**config.mk**
```make
export PLATFORM = sky130hd
export DESIGN_NAME = jsl_sqrt
export DESIGN_NICKNAME = d
export VERILOG_FILES = /design/src/hw/rtl/jsl_pkg.sv /design/src/hw/rtl/jsl_sqrt.sv
export SDC_FILE = /design/constraint.sdc
export NUM_CORES = 1
export LEC_CHECK = 0
export BUFFER_PORTS_ARGS = -buffer_cell sky130_fd_sc_hd__buf_2
export CORE_ASPECT_RATIO = 2
export CORE_MARGIN = 4
export CORE_UTILIZATION = 53
export CTS_BUF_LIST = sky130_fd_sc_hd__clkbuf_4
export CTS_CLUSTER_DIAMETER = 30
export DETAILED_ROUTE_END_ITERATION = 10
export GPL_TIMING_DRIVEN = 1
export HOLD_SLACK_MARGIN = 0.1
export PLACE_DENSITY = 0.73
export SLEW_MARGIN = 40
export SYNTH_ARGS = -nofsm -noshare
export SYNTH_HDL_FRONTEND = slang
export SYNTH_SLANG_ARGS = --single-unit
```
**constraint.sdc**
```tcl
create_clock -name clock -period 6.6 [get_ports clock]
set_input_delay 0.66 -clock clock [delete_from_list [all_inputs] [get_ports clock]]
set_output_delay 0.66 -clock clock [all_outputs]
set_load 0.02 [all_outputs]
```
**src/hw/rtl/jsl_pkg.sv**
```systemverilog
`timescale 1ns / 1ps
// ----------------------------------------------------------------------------
// jsl_pkg
// Shared widths, codes and types for the jump search lower-bound block.
// ----------------------------------------------------------------------------
package jsl_pkg;

   localparam int DEFAULT_DEPTH     = 1024;
   localparam int DEFAULT_KEY_WIDTH = 32;

   localparam int LEN_W       = 11;
   localparam int SLOT_W      = 10;
   localparam int KEY_IN_W    = 32;
   localparam int REQ_DATA_W  = 48;
   localparam int RSP_DATA_W  = 32;
   localparam int ROOT_W      = 6;
   localparam int ROOT_CNT_W  = 3;
   localparam int CSR_INDEX_W = 1;

   localparam logic [CSR_INDEX_W-1:0] REG_ARRAY_LENGTH = 1'd0;
   localparam logic [CSR_INDEX_W-1:0] REG_JUMP_BLOCK   = 1'd1;

   localparam logic OP_WRITE  = 1'b0;
   localparam logic OP_SEARCH = 1'b1;

   typedef struct packed {
      logic              done;
      logic [ROOT_W-1:0] root;
   } sqrt_result_type;

endpackage

```
**src/hw/rtl/jsl_sqrt.sv**
```systemverilog
`timescale 1ns / 1ps
// ----------------------------------------------------------------------------
// jsl_sqrt
// Floor square root of the store length, one result bit per cycle.
// ----------------------------------------------------------------------------
module jsl_sqrt (
   input  logic                         clock,
   input  logic                         reset,
   input  logic                         start,
   input  logic [jsl_pkg::LEN_W-1:0]    radicand,
   output jsl_pkg::sqrt_result_type     result
);
   import jsl_pkg::*;

   logic                  busy_ff, busy_in;
   logic                  done_ff, done_in;
   logic [ROOT_CNT_W-1:0] bit_ff, bit_in;
   logic [ROOT_W-1:0]     root_ff, root_in;
   logic [LEN_W-1:0]      n_ff, n_in;
   logic [ROOT_W-1:0]     trial;
   logic [2*ROOT_W-1:0]   square;

   always_comb begin
      trial  = root_ff | (ROOT_W'(1) << bit_ff);
      square = (2*ROOT_W)'(trial) * (2*ROOT_W)'(trial);
   end

   always_comb begin
      busy_in = busy_ff;
      done_in = 1'b0;
      bit_in  = bit_ff;
      root_in = root_ff;
      n_in    = n_ff;
      if (start) begin
         busy_in = 1'b1;
         bit_in  = ROOT_CNT_W'(ROOT_W - 1);
         root_in = '0;
         n_in    = radicand;
      end else if (busy_ff) begin
         if (square <= (2*ROOT_W)'(n_ff)) begin
            root_in = trial;
         end
         if (bit_ff == '0) begin
            busy_in = 1'b0;
            done_in = 1'b1;
         end else begin
            bit_in = bit_ff - 1'b1;
         end
      end
   end

   always_ff @(posedge clock) begin
      if (reset) begin
         busy_ff <= 1'b0;
         done_ff <= 1'b0;
      end else begin
         busy_ff <= busy_in;
         done_ff <= done_in;
      end
      bit_ff  <= bit_in;
      root_ff <= root_in;
      n_ff    <= n_in;
   end

   assign result.done = done_ff;
   assign result.root = root_ff;

endmodule

```
; ---- Word-level counts from Yosys, hierarchy flattened
; Cells that the tools add are included.
[totals]
regBits = 22
input_bits = 14
wordCells = 20
[classes]
n_addsub = 1
n_mul = 1
order_cmp = 1
shifts = 1
mux = 4
bitwise_logic = 3
n_reduce_logical = 4
[ops]
columns = op, count
row1 = 12-bit by 11-bit less-or-equal comparator with 1-bit output, 1
row2 = 6-bit by 6-bit multiplier with 12-bit output, 1
row3 = 6-bit bitwise OR, 1
row4 = 1-bit by 3-bit left shift with 6-bit output (first input constant), 1
row5 = 1-bit 2-to-1 mux, 4
row6 = 2-bit AND reduction, 2
row7 = 3-bit logical NOT, 1
row8 = 3-bit OR reduction, 1
row9 = 3-bit by 1-bit subtractor with 3-bit output (second input constant), 1
row10 = 1-bit inverter, 2

; ---- Depth between registers and ports, before layout
[logic_depth]
depth_word = 5
ltp_mapped = 20
mapped_depth_nobuf = 20

; ---- Worst setup path before layout
; Ideal clock, no wire load.
[synth_timing]
path_kind = register to register
startpoint = register bit_ff[0]
endpoint = register root_ff[0]
t_arrival_ps = 5200
t_required_ps = 6520
setup_slack_ps = 1320
path_stages_with_launch = 21
n_path_buf = 0
path_cell_list = dfxtp_1 inv_1 ha_1 a21oi_1 nor2_1 fa_1 inv_1 fa_1 inv_1 fa_1 ha_1 a31oi_1 o21ai_0 a2111oi_0 nand4b_1 ha_1 nand3_1 nand4b_1 a211oi_4 o22ai_4 a211oi_2
[synth_via]
elab_chain_cells = 5
[synth_lines]
columns = item, line
row1 = "start, declared", jsl_sqrt.sv:17  ; logic [ROOT_CNT_W-1:0] bit_ff, bit_in;
row2 = "start signal, assigned", jsl_sqrt.sv:60  ; bit_ff <= bit_in;
row3 = 1-bit by 3-bit left shift with 6-bit output *, jsl_sqrt.sv:24  ; trial = root_ff | (ROOT_W'(1) << bit_ff);
row4 = 6-bit bitwise OR *, jsl_sqrt.sv:24
row5 = 6-bit by 6-bit multiplier with 12-bit output, jsl_sqrt.sv:25  ; square = (2*ROOT_W)'(trial) * (2*ROOT_W)'(trial);
row6 = 12-bit by 11-bit less-or-equal comparator with 1-bit output, jsl_sqrt.sv:40  ; if (square <= (2*ROOT_W)'(n_ff)) begin
row7 = 2-bit AND reduction (no line), n/a
row8 = "end signal, assigned", jsl_sqrt.sv:61  ; root_ff <= root_in;
row9 = "end, declared", jsl_sqrt.sv:18  ; logic [ROOT_W-1:0] root_ff, root_in;
; Every way passes the cells marked *; elsewhere a longest branch is shown, timed or not.
; A chain may end at the register's enable or synchronous reset.

; ---- Worst setup path in the final report
[layout_timing]
startpoint = register bit_ff[0]
endpoint = register root_ff[3]
; The elaborated chain is that of the path after synthesis.

==> results_dict.tcl <==
set metrics [dict create \
    h-tree-depth 1 \
    hpwl_mm 3.14 \
    r2r_slack_ns 0.77 \
    finalHoldViolations 0 \
    path_max_fanout 8 \
    rows 30 \
    finClkSkew_ns 0.0189 \
    ys_types 38 \
    worstPathRequired_ns 6.84 \
    max_stage_delay_ns 0.56 \
    via_per_inst 5.75 \
    grt_overflow_total 0 \
    vias 1381 \
    cts_resized 0 \
    synth-simple-area-share_pct 14.1 \
    syn_area_per_cell_um2 10.0 \
    p_int_uw 251 \
    grtUsageMet2_pct 34.4 \
    synthAdderAreaFrac_pct 27.6 \
    multi_input_area_mm2 0.00117 \
    synth_area_leaders "ha_1 (19%), edfxtp_1 (18%), dfxtp_1 (12%)" \
    dr.pass1.iters 4 \
    fin_crit_ns 5.83 \
    core_area_mm2 0.00338 \
    drt-initial-drc-count 20 \
    ff_latch_area_um2 551 \
    track_usage_pct 17.8 \
    antenna_found_initial 0 \
    end_kind "flip-flop" \
    n_antenna_cell 0 \
    drv_cap 0 \
    dp_cells 236 \
    grt_busiest_layer "met2" \
    clock.fmax_mhz 172 \
    synth_compound_area_share_pct 17.6 \
    synth_top_area_share_pct 19.0 \
    postCtsSetupBuffers 0 \
    layout_common_cells "inv_1 (32), ha_1 (28), buf_2 (20), nor2_1 (16), a21oi_1 (12)" \
    synthMuxAreaShare_pct 0 \
    cp.arrival_ns 6.06 \
    syn2layout_area_growth_pct 10.6 \
    clk_pin_slew_ns 0.13 \
    final_nets 259 \
    syn_nets 234 \
    ys_seq_area_share_pct 29.8 \
    path_cells "inv_1, ha_1, a21oi_1, nor2_1, fa_1, inv_1, fa_1, inv_1, fa_1, ha_1, a31oi_1, o21ai_0, a2111oi_0, nand4b_1, ha_1, nand3_1, nand4b_1, a211oi_4, o22ai_4, a211oi_2" \
    combPwrFrac_pct 26.0 \
    cp-start-kind "flip-flop" \
    ant_nets 0 \
    initial_core_util_pct 54.7 \
    setup-tns-final_ns 0 \
    cts_hold_buf 0 \
    netSwitchingFraction_pct 28.1 \
    rsz0062_at_grt "no" \
    grt_use_met1_pct 17.4 \
    wl_mm 3.58 \
    hold_path.class "reg2reg" \
    pwr-share-clk_pct 28.7 \
    insertion_delay_ns 0.31 \
    peakVddDrop_mv 0.174 \
    slew_violations 0 \
    dieHeight_um 91.5 \
    clock-root-buffer "clkbuf_4" \
    fill_cells 317 \
    sequentialPowerShare_pct 45.3 \
    finalSetupViolCount 0 \
    syn_area_mm2 0.00185 \
    yosysWarningCount 0 \
    grt_max_degree 23 \
    synth_seq_cells 22 \
    drive_gt1_share_pct 21.6 \
    clkSinkCount 22 \
    synth.largest_area_cell "ha_1" \
    grt.met3_usage_pct 1.97 \
    cts_made_buffers 3 \
    cpMaxStageDelayCell "fa_1" \
    place.gp.congestion 0.842 \
    pin_count 21 \
    synth_top_family_by_area "adder cells" \
    leakage_nw 0.981 \
    final_common_cell "inv_1" \
    maxSlewHeadroom_pct 61.0 \
    fin_util_pct 60.5 \
    fin_crit_sh_pct 88.3 \
    tightest_slew_ns 0.585 \
    instances_no_fill 240 \
    p_sw_uw 97.9 \
    drc 0 \
    outcome "completed" \
    powerDensity_mw_per_mm2 171 \
    cp_num_buf_inv 3 \
    synth_cells 184 \
    grt_pass1_vias 1496 \
    routedWlPerCell_um 14.9 \
    cpLargestDelayFamily "adder cells" \
    worstSetupPathType "reg2reg" \
    clockBufferDepth 2 \
    fp.dieW_um 49.8 \
    grt_pass1_wl_mm 6.33 \
    synthXorXnorAreaFrac_pct 3.79 \
    cts_tree "done" \
    design.die.area_mm2 0.00455 \
    portBuffers 20 \
]
-- cell usage after synthesis (all sizes together) --
cell type and instances:
a2111oi 1, a211o 1, a211oi 8, a21o 3, a21oi 15, a31oi 2, and2b 1, buf 1
clkbuf 1, dfxtp 11, edfxtp 11, fa 8, ha 28, inv 32, nand2 7, nand2b 2
nand3 2, nand4 4, nand4b 2, nand4bb 1, nor2 16, nor2b 4, nor3 3, nor4b 2
o21a 1, o21ai 4, o21bai 1, o22ai 1, o31ai 1, or2 2, xnor2 6, xor2 2
-- worst register-to-register path, cell delays in order, from the launching register on --
cell	delay [ns]
dfxtp_1	0.38
inv_1	0.11
ha_1	0.27
a21oi_1	0.51
nor2_1	0.15
fa_1	0.56
inv_1	0.07
fa_1	0.53
inv_1	0.05
fa_1	0.48
ha_1	0.37
a31oi_1	0.27
o21ai_0	0.22
a2111oi_0	0.41
nand4b_1	0.17
ha_1	0.25
nand3_1	0.10
nand4b_1	0.16
a211oi_4	0.27
o22ai_4	0.16
a211oi_2	0.25
-- per-layer routing --
layer	wire, um	part of all wire [%]
met3	89	2.5
met2	2120	59
met1	1220	34
met5	0	0
met4	155	4.3
-- path summary, 6_finish.rpt --
path,cells after the start,end,start
worst min register to register,2,root_ff[1],root_ff[1]
worst max register to register,20,root_ff[3],bit_ff[0]
worst max-delay path,20,root_ff[3],bit_ff[0]
worst min-delay path,2,root_ff[1],root_ff[1]
-- per-stage QoR --
stage	total power, mW	instance area [um^2]	setup slack, ns	hold slack (ns)
after CTS	0.352	2040	0.737	0.489
after floorplan	0.228	1850	1.32	0.507
after global placement	0.247	1990	1.03	0.467
after global routing	0.372	2040	0.394	0.491
after detailed placement	0.252	1990	0.755	0.475
final	0.349	2040	0.773	0.491
-- kinds of logic (layout without fill, tap and decap cells) --
logic type / Yosys count / count (layout)
simple gates: 46 / 46
compound gates: 38 / 38
fa+ha+maj: 36 / 36
buf+inv: 34 / 58
flops: 22 / 22
xor+xnor: 8 / 8
-- state kept, by name (all words and copies together), names as in the netlist --
register	count
n_ff	11
root_ff	6
bit_ff	3
busy_ff	1
done_ff	1
-- final cells by class --
cell class | count | area share (%)
Timing Repair Buffer | 22 | 5.63
Tap cell | 32 | 1.96
Clock buffer | 3 | 1.10
Inverter | 32 | 5.88
Sequential cell | 22 | 26.9
Multi-Input combinational cell | 128 | 57.0
Clock inverter | 1 | 1.47
-- power groups by stage --
stage	clock network [mW]	registers [mW]	logic, mW
5_1_grt	0.110	0.159	0.103
2_1_floorplan	0	0.162	0.0666
3_5_place_dp	0	0.161	0.0913
3_3_place_gp	0	0.161	0.0866
4_1_cts	0.103	0.158	0.0916
6_report	0.100	0.158	0.0905
Power figures use the tool's default switching activity.
